**config.mk**
```make
export PLATFORM = sky130hd
export DESIGN_NAME = lfci_ctrl
export DESIGN_NICKNAME = d
export VERILOG_FILES = /design/src/hw/rtl/lfci_pkg.sv /design/src/hw/rtl/lfci_ctrl.sv
export SDC_FILE = /design/constraint.sdc
export NUM_CORES = 1
export LEC_CHECK = 0
export BUFFER_PORTS_ARGS = -buffer_cell sky130_fd_sc_hd__buf_2
export CAP_MARGIN = 10
export CORE_MARGIN = 1
export CORE_UTILIZATION = 55
export CTS_BUF_LIST = sky130_fd_sc_hd__clkbuf_16
export CTS_CLUSTER_SIZE = 30
export DETAILED_ROUTE_END_ITERATION = 16
export PLACE_DENSITY_LB_ADDON = 0.25
export SYNTH_ARGS = -nofsm -noshare
export SYNTH_HDL_FRONTEND = slang
export SYNTH_SLANG_ARGS = --single-unit
export TNS_END_PERCENT = 10
```
**constraint.sdc**
```tcl
create_clock -name clk -period 3.14 [get_ports clk]
set_clock_uncertainty 0.05 [all_clocks]
set_input_delay 0.314 -clock clk [delete_from_list [all_inputs] [get_ports clk]]
set_output_delay 0.314 -clock clk [all_outputs]
set_load 0.005 [all_outputs]
```
**src/hw/rtl/lfci_pkg.sv**
```systemverilog
`timescale 1ns / 1ps

package lfci_pkg;

  // Table capacity per bank.
  localparam int MAX_POINTS_DEF = 2048;
  localparam int MIN_POINTS     = 2;

  // Field widths.
  localparam int OPC_W     = 2;
  localparam int FREQ_W    = 24;
  localparam int GAIN_W    = 16;
  localparam int BIN_W     = 16;
  localparam int STAT_W    = 3;
  localparam int CNT_OUT_W = 12;
  localparam int SR_W      = 20;
  localparam int FL_W      = 5;
  localparam int IN_DATA_W  = 56;
  localparam int OUT_DATA_W = 32;

  // Log unit widths: Q5.16 result, 1025-entry table of 17-bit values.
  localparam int LOG_W       = 21;
  localparam int LOG_ENTRIES = 1024;
  localparam int TAB_W       = 17;
  localparam int T_W         = 17;

  localparam logic [FREQ_W-1:0]        FREQ_MAX   = 24'd16000000;
  localparam logic signed [GAIN_W-1:0] GAIN_LIMIT = 16'sd25600;

  // Input opcodes.
  typedef enum logic [OPC_W-1:0] {
    OPC_LOAD  = 2'd0,
    OPC_QUERY = 2'd1,
    OPC_CLEAR = 2'd2,
    OPC_NOP   = 2'd3
  } opcode_t;

  // Result status codes.
  localparam logic [STAT_W-1:0] ST_OK     = 3'd0;
  localparam logic [STAT_W-1:0] ST_COMMIT = 3'd1;
  localparam logic [STAT_W-1:0] ST_BAD    = 3'd2;
  localparam logic [STAT_W-1:0] ST_ASC    = 3'd3;
  localparam logic [STAT_W-1:0] ST_MANY   = 3'd4;
  localparam logic [STAT_W-1:0] ST_FEW    = 3'd5;

  // Log operand selection.
  localparam logic [1:0] LSEL_F1 = 2'd0;
  localparam logic [1:0] LSEL_F2 = 2'd1;
  localparam logic [1:0] LSEL_F  = 2'd2;

  // Datapath operations issued by the controller.
  typedef enum logic [4:0] {
    OP_NONE  = 5'd0,
    OP_LOAD  = 5'd1,
    OP_CLEAR = 5'd2,
    OP_ZERO  = 5'd3,
    OP_MUL   = 5'd4,
    OP_SHIFT = 5'd5,
    OP_FIRST = 5'd6,
    OP_LASTC = 5'd7,
    OP_SRCH  = 5'd8,
    OP_CMP   = 5'd9,
    OP_RDLO  = 5'd10,
    OP_GETLO = 5'd11,
    OP_GETHI = 5'd12,
    OP_LOGGO = 5'd13,
    OP_LOGW  = 5'd14,
    OP_DIVGO = 5'd15,
    OP_DIVW  = 5'd16,
    OP_GMUL  = 5'd17,
    OP_GFIN  = 5'd18,
    OP_OUT   = 5'd19
  } dp_op_t;

  typedef struct packed {
    dp_op_t     op;
    logic [1:0] log_sel;
  } dp_cmd_t;

  typedef struct packed {
    logic op_load;
    logic op_query;
    logic op_clear;
    logic uncal;
    logic le_first;
    logic ge_last;
    logic srch_more;
    logic log_done;
    logic div_done;
    logic out_free;
  } dp_sts_t;

  typedef logic [TAB_W-1:0] log_tab_t [LOG_ENTRIES+1];

  // Builds 65536*log2(1+i/1024) by repeated squaring, 20 result bits rounded to 16.
  function automatic log_tab_t build_log_tab();
    log_tab_t    tab;
    logic [63:0] y;
    logic [20:0] r;
    for (int i = 0; i <= LOG_ENTRIES; i++) begin
      y = (64'd1 << 30) + (64'(i) << 20);
      r = '0;
      for (int b = 0; b < 20; b++) begin
        y = (y * y) >> 30;
        r = {r[19:0], 1'b0};
        if (y >= (64'd2 << 30)) begin
          y = y >> 1;
          r[0] = 1'b1;
        end
      end
      tab[i] = TAB_W'((r + 21'd8) >> 4);
    end
    return tab;
  endfunction

endpackage

```
**src/hw/rtl/lfci_ctrl.sv**
```systemverilog
`timescale 1ns / 1ps

module lfci_ctrl (
  input  logic              clk,
  input  logic              rst_n,
  input  logic              in_acc,
  output logic              in_tready,
  input  lfci_pkg::dp_sts_t sts,
  output lfci_pkg::dp_cmd_t cmd
);
  import lfci_pkg::*;

  typedef enum logic [20:0] {
    S_IDLE  = 21'b1 << 0,
    S_DISP  = 21'b1 << 1,
    S_LOAD  = 21'b1 << 2,
    S_CLEAR = 21'b1 << 3,
    S_ZERO  = 21'b1 << 4,
    S_MUL   = 21'b1 << 5,
    S_SHIFT = 21'b1 << 6,
    S_FIRST = 21'b1 << 7,
    S_LASTC = 21'b1 << 8,
    S_SRCH  = 21'b1 << 9,
    S_CMP   = 21'b1 << 10,
    S_RDLO  = 21'b1 << 11,
    S_GETLO = 21'b1 << 12,
    S_GETHI = 21'b1 << 13,
    S_LOGGO = 21'b1 << 14,
    S_LOGW  = 21'b1 << 15,
    S_DIVGO = 21'b1 << 16,
    S_DIVW  = 21'b1 << 17,
    S_GMUL  = 21'b1 << 18,
    S_GFIN  = 21'b1 << 19,
    S_OUT   = 21'b1 << 20
  } state_t;

  state_t     state_r;
  state_t     state_nxt;
  logic [1:0] sel_r;
  logic [1:0] sel_nxt;

  always_ff @(posedge clk) begin
    if (!rst_n) begin
      state_r <= S_IDLE;
      sel_r   <= LSEL_F1;
    end else begin
      state_r <= state_nxt;
      sel_r   <= sel_nxt;
    end
  end

  // Sequencing of a request through the datapath.
  always_comb begin
    state_nxt   = state_r;
    sel_nxt     = sel_r;
    cmd.op      = OP_NONE;
    cmd.log_sel = sel_r;
    unique case (state_r)
      S_IDLE: begin
        if (in_acc) begin
          state_nxt = S_DISP;
        end
      end
      S_DISP: begin
        if (sts.op_load) begin
          state_nxt = S_LOAD;
        end else if (sts.op_clear) begin
          state_nxt = S_CLEAR;
        end else if (sts.op_query && !sts.uncal) begin
          state_nxt = S_MUL;
        end else begin
          state_nxt = S_ZERO;
        end
      end
      S_LOAD: begin
        cmd.op    = OP_LOAD;
        state_nxt = S_OUT;
      end
      S_CLEAR: begin
        cmd.op    = OP_CLEAR;
        state_nxt = S_OUT;
      end
      S_ZERO: begin
        cmd.op    = OP_ZERO;
        state_nxt = S_OUT;
      end
      S_MUL: begin
        cmd.op    = OP_MUL;
        state_nxt = S_SHIFT;
      end
      S_SHIFT: begin
        cmd.op    = OP_SHIFT;
        state_nxt = S_FIRST;
      end
      S_FIRST: begin
        cmd.op    = OP_FIRST;
        state_nxt = sts.le_first ? S_OUT : S_LASTC;
      end
      S_LASTC: begin
        cmd.op    = OP_LASTC;
        state_nxt = sts.ge_last ? S_OUT : S_SRCH;
      end
      S_SRCH: begin
        cmd.op    = OP_SRCH;
        state_nxt = sts.srch_more ? S_CMP : S_RDLO;
      end
      S_CMP: begin
        cmd.op    = OP_CMP;
        state_nxt = S_SRCH;
      end
      S_RDLO: begin
        cmd.op    = OP_RDLO;
        state_nxt = S_GETLO;
      end
      S_GETLO: begin
        cmd.op    = OP_GETLO;
        state_nxt = S_GETHI;
      end
      S_GETHI: begin
        cmd.op    = OP_GETHI;
        sel_nxt   = LSEL_F1;
        state_nxt = S_LOGGO;
      end
      S_LOGGO: begin
        cmd.op    = OP_LOGGO;
        state_nxt = S_LOGW;
      end
      S_LOGW: begin
        cmd.op = OP_LOGW;
        if (sts.log_done) begin
          if (sel_r == LSEL_F) begin
            state_nxt = S_DIVGO;
          end else begin
            sel_nxt   = sel_r + 2'd1;
            state_nxt = S_LOGGO;
          end
        end
      end
      S_DIVGO: begin
        cmd.op    = OP_DIVGO;
        state_nxt = S_DIVW;
      end
      S_DIVW: begin
        cmd.op = OP_DIVW;
        if (sts.div_done) begin
          state_nxt = S_GMUL;
        end
      end
      S_GMUL: begin
        cmd.op    = OP_GMUL;
        state_nxt = S_GFIN;
      end
      S_GFIN: begin
        cmd.op    = OP_GFIN;
        state_nxt = S_OUT;
      end
      S_OUT: begin
        if (sts.out_free) begin
          cmd.op    = OP_OUT;
          state_nxt = S_IDLE;
        end
      end
      default: state_nxt = S_IDLE;
    endcase
  end

  assign in_tready = state_r == S_IDLE;

endmodule

```
Word level (Yosys, flattened, before mapping)

Cells that the tools add are included.

Flip-flop bits (word level): 23
Bits of input ports: 13
Output and inout port bits: 8
Logic and storage cells: 53

Add/subtract/negate cells: 1
Equal/unequal tests: 27
Multiplexer cells: 17
Reductions and logical operators: 6

Operators by type and width:

| kind                                                                    | count |
|---|---|
| 21-bit one-hot mux with 18 select lines                                 | 1 |
| 21-bit two-way mux                                                      | 6 |
| 5-bit one-hot mux with 19 select lines                                  | 1 |
| 21-bit by 1-bit equality test with 1-bit output, second input constant  | 1 |
| 21-bit by 10-bit equality test with 1-bit output, second input constant | 1 |
| 21-bit by 11-bit equality test with 1-bit output, second input constant | 1 |
| 21-bit by 12-bit equality test with 1-bit output, second input constant | 1 |
| 21-bit by 13-bit equality test with 1-bit output, second input constant | 1 |
| 21-bit by 14-bit equality test with 1-bit output, second input constant | 1 |
| 21-bit by 15-bit equality test with 1-bit output, second input constant | 1 |
| 21-bit by 16-bit equality test with 1-bit output, second input constant | 1 |
| 21-bit by 17-bit equality test with 1-bit output, second input constant | 1 |
| 21-bit by 18-bit equality test with 1-bit output, second input constant | 1 |
| 21-bit by 19-bit equality test with 1-bit output, second input constant | 1 |
| 21-bit by 2-bit equality test with 1-bit output, second input constant  | 1 |
| 21-bit by 20-bit equality test with 1-bit output, second input constant | 1 |
| 21-bit equality test, second input constant                             | 1 |
| 21-bit by 3-bit equality test with 1-bit output, second input constant  | 1 |
| 21-bit by 4-bit equality test with 1-bit output, second input constant  | 1 |
| 21-bit by 5-bit equality test with 1-bit output, second input constant  | 1 |
| 21-bit by 6-bit equality test with 1-bit output, second input constant  | 1 |
| 21-bit by 7-bit equality test with 1-bit output, second input constant  | 1 |
| 21-bit by 8-bit equality test with 1-bit output, second input constant  | 1 |
| 21-bit by 9-bit equality test with 1-bit output, second input constant  | 1 |
| 15 further kinds                                                        | 22 |

Longest topological paths before layout

Depth after elaboration: 6
Depth in mapped cells: 8

Least setup slack after synthesis

No wires, ideal clock.

Path kind: register to output
From: register state_r[9]
To: output port cmd[2] (netlist bit)
Arrival: 1.952 ns
Path slack: 0.824 ns
Stages on the path, launching flop included: 8
Path buffers: 1
Path through: dfxtp_1 > or4_1 > buf_2 > nand2b_4 > or3_4 > nor4_4 > a311oi_1 > nand4b_1

RTL lines:

| item                   | line            | source |
|---|---|---|
| from (decl)            | lfci_ctrl.sv:37 | `state_t state_r;` |
| from (signal assigned) | lfci_ctrl.sv:47 | `state_r <= state_nxt;` |
| to (decl)              | lfci_ctrl.sv:9  | `output lfci_pkg::dp_cmd_t cmd` |

==> impl_metrics.json <==
{
  "synth-edff-count": 0,
  "grt_pass1_wl_um": 6817,
  "ir_drop_v": 0.0003261,
  "drtIter0Drc": 86,
  "rows": 18,
  "finalCritPeriodShare_pct": 98.92,
  "synth_compound_area_share_pct": 9.443,
  "finalCriticalPeriod_ns": 3.106,
  "async_reset_ff_share_pct": 0,
  "syn2layout_area_growth_pct": 11.30,
  "fill_cells": 228,
  "gp_congestion": 0.9687,
  "synth_area_leaders": "dfxtp_1, nor2_1, nor4_1",
  "routedWlPerCell_um": 18.09,
  "syn_nets": 200,
  "final_cell_mix": "dfxtp_1, buf_2, nor2_1",
  "cts_sinks": 23,
  "drt-vias-per-instance": 6.767,
  "wl_um": 4197,
  "end_kind": "primary output",
  "synth-simple-area-share_pct": 51.17,
  "crit_required_ns": 2.78,
  "setup_violations": 0,
  "die-width_um": 55.09,
  "p_per_area_nw_per_um2": 416.5,
  "clockBufferDepth": 2,
  "final_max_slew_viol_count": 0,
  "cts_tree": "built",
  "yosys-mux-area-fraction_pct": 1.291,
  "synth_area_per_cell_um2": 8.335,
  "clk_pin_slew_ns": 0.06,
  "synth_top_family_by_area": "simple AND/OR/NAND/NOR gates",
  "synth_top_area_share_pct": 29.70,
  "grt_usage_pct": 33.11,
  "nets": 217,
  "crit_fanout": 9,
  "rrSetupSlack_ns": 0.50,
  "max_freq_ghz": 0.3219,
  "h-tree-depth": 1,
  "drc": 0,
  "core_um2": 2567,
  "seq_area_frac_synth_pct": 29.70,
  "final_common_cell": "dfxtp_1",
  "synth-seq-cells": 23,
  "grt_overflow": 0,
  "status": "completed",
  "grt_pass1_vias": 1437,
  "netlist_instances": 186,
  "drive_gt1_share_pct": 20.30,
  "cts_setup_buffers": 0,
  "netlist_area_um2": 1550,
  "grt_max_degree": 13,
  "antenna_found_initial": 0,
  "arrival_ns": 2.74,
  "p_leak_nw": 0.7073,
  "io_pins": 21,
  "min_path_type": "in2reg",
  "die_h_um": 55.09,
  "rsz0062_at_grt": "false",
  "worst_pin_slew_ns": 1.079,
  "tns_ns": 0,
  "start_kind": "register",
  "yosys_warnings": 0,
  "synth_xor_area_share_pct": 2.260,
  "numCtsBuffers": 3,
  "cap_viol_max_count": 0,
  "start_util_pct": 60.38,
  "insertion_delay_ns": 0.26,
  "hold_violations": 0,
  "cts_hold_buf": 0,
  "path_class": "reg2out",
  "hold_slack_ns": 0.1753,
  "yosys.area.top_type": "dfxtp_1",
  "drtAntennaViolNets": 0,
  "port_buffers": 20,
  "root_buffer": "clkbuf_16",
  "num_vias": 1570,
  "drt_pre_antenna_iters": 4,
  "cts_resized": 0,
  "synth-main-ff-cell": "dfxtp_1",
  "antenna_cells": 0,
  "dieArea_um2": 3035,
  "yosysUniqueCellTypes": 55,
  "max-slew-margin-rel_pct": 27.38,
  "synthAdderAreaFrac_pct": 0.8071,
  "dp_hpwl_um": 3219
}
## Yosys cell counts, drive strengths merged (3+ instances only)
cell type	instances
nand4	8
buf	5
dfxtp	23
or4	7
nand2	12
nor4b	3
clkbuf	4
o21ai	5
and2	3
nand3	5
nor2b	4
nor3	13
inv	9
or3	6
a21boi	3
nand2b	6
nor2	18
nor4	15
nor3b	5
## layout make-up
class,count,area [um2],share of cell area (%)
multi-input combinational,145,1007,58.38
sequential,23,460.4,26.69
timing repair buffer,21,107.6,6.236
clock buffer,3,75.07,4.351
tap,30,37.54,2.175
inverter,9,33.78,1.958
clock inverter,1,3.754,0.2175
## cells by family (layout without fill, tap and decap cells)
group / count (synthesis) / in the layout
AO/OA/AOI/OAI: 20 / 20
XOR/XNOR: 4 / 4
adder cells (fa/ha/maj): 1 / 1
buffers and inverters: 18 / 34
flip-flops: 23 / 23
multiplexers: 2 / 2
AND/OR/NAND/NOR: 118 / 118
## flip-flops by register name, summed over array words and instances, names as in the netlist
signal,cells
sel_r,2
state_r,21
## path summary, 6_finish.rpt
kind            endpoint  cells after the start         from
max               cmd[3]                      7  state_r[13]
min          state_r[11]                      2       sts[3]
min reg2reg   state_r[6]                      2   state_r[5]
max reg2reg  state_r[20]                      6  state_r[13]
## where the power goes
part / switching (mW) / internal (mW) / total, mW
clock: 0.108 / 0.170 / 0.279
sequential: 0.0116 / 0.299 / 0.310
combinational: 0.0795 / 0.0500 / 0.130
total: 0.200 / 0.519 / 0.719
## critical path: stages (launching register included)
cell and delay (ns):
dfxtp_1 0.38, nor4_1 0.93, and2_1 0.27, nand3_1 0.13
or3_1 0.46, nand4_1 0.11, a211o_1 0.10, buf_2 0.11
## routing by layer
layer | up-vias | GRT usage [%] | wire length (um)
li1 | 741 | - | -
met1 | 734 | 40.43 | 1734
met2 | 80 | 52.21 | 1936
met3 | 15 | 8.743 | 363
met4 | 0 | 18.75 | 163
met5 | - | 0 | 0
## per-stage QoR
stage               cell area (um2)  util (%)  power (mW)  cells  setup WS [ns]
finish                         1725     67.20      0.7186    232        0.03383
global route                   1725     67.20      0.7486    232        0.02576
CTS                            1725     67.20      0.7172    232         0.2144
detailed placement             1647     64.13      0.4429    228         0.4941
global placement               1647     64.13      0.4425    228         0.4790
floorplan                      1550         -      0.4080    186         0.8236
No activity file was read; power rests on OpenSTA's default activity.
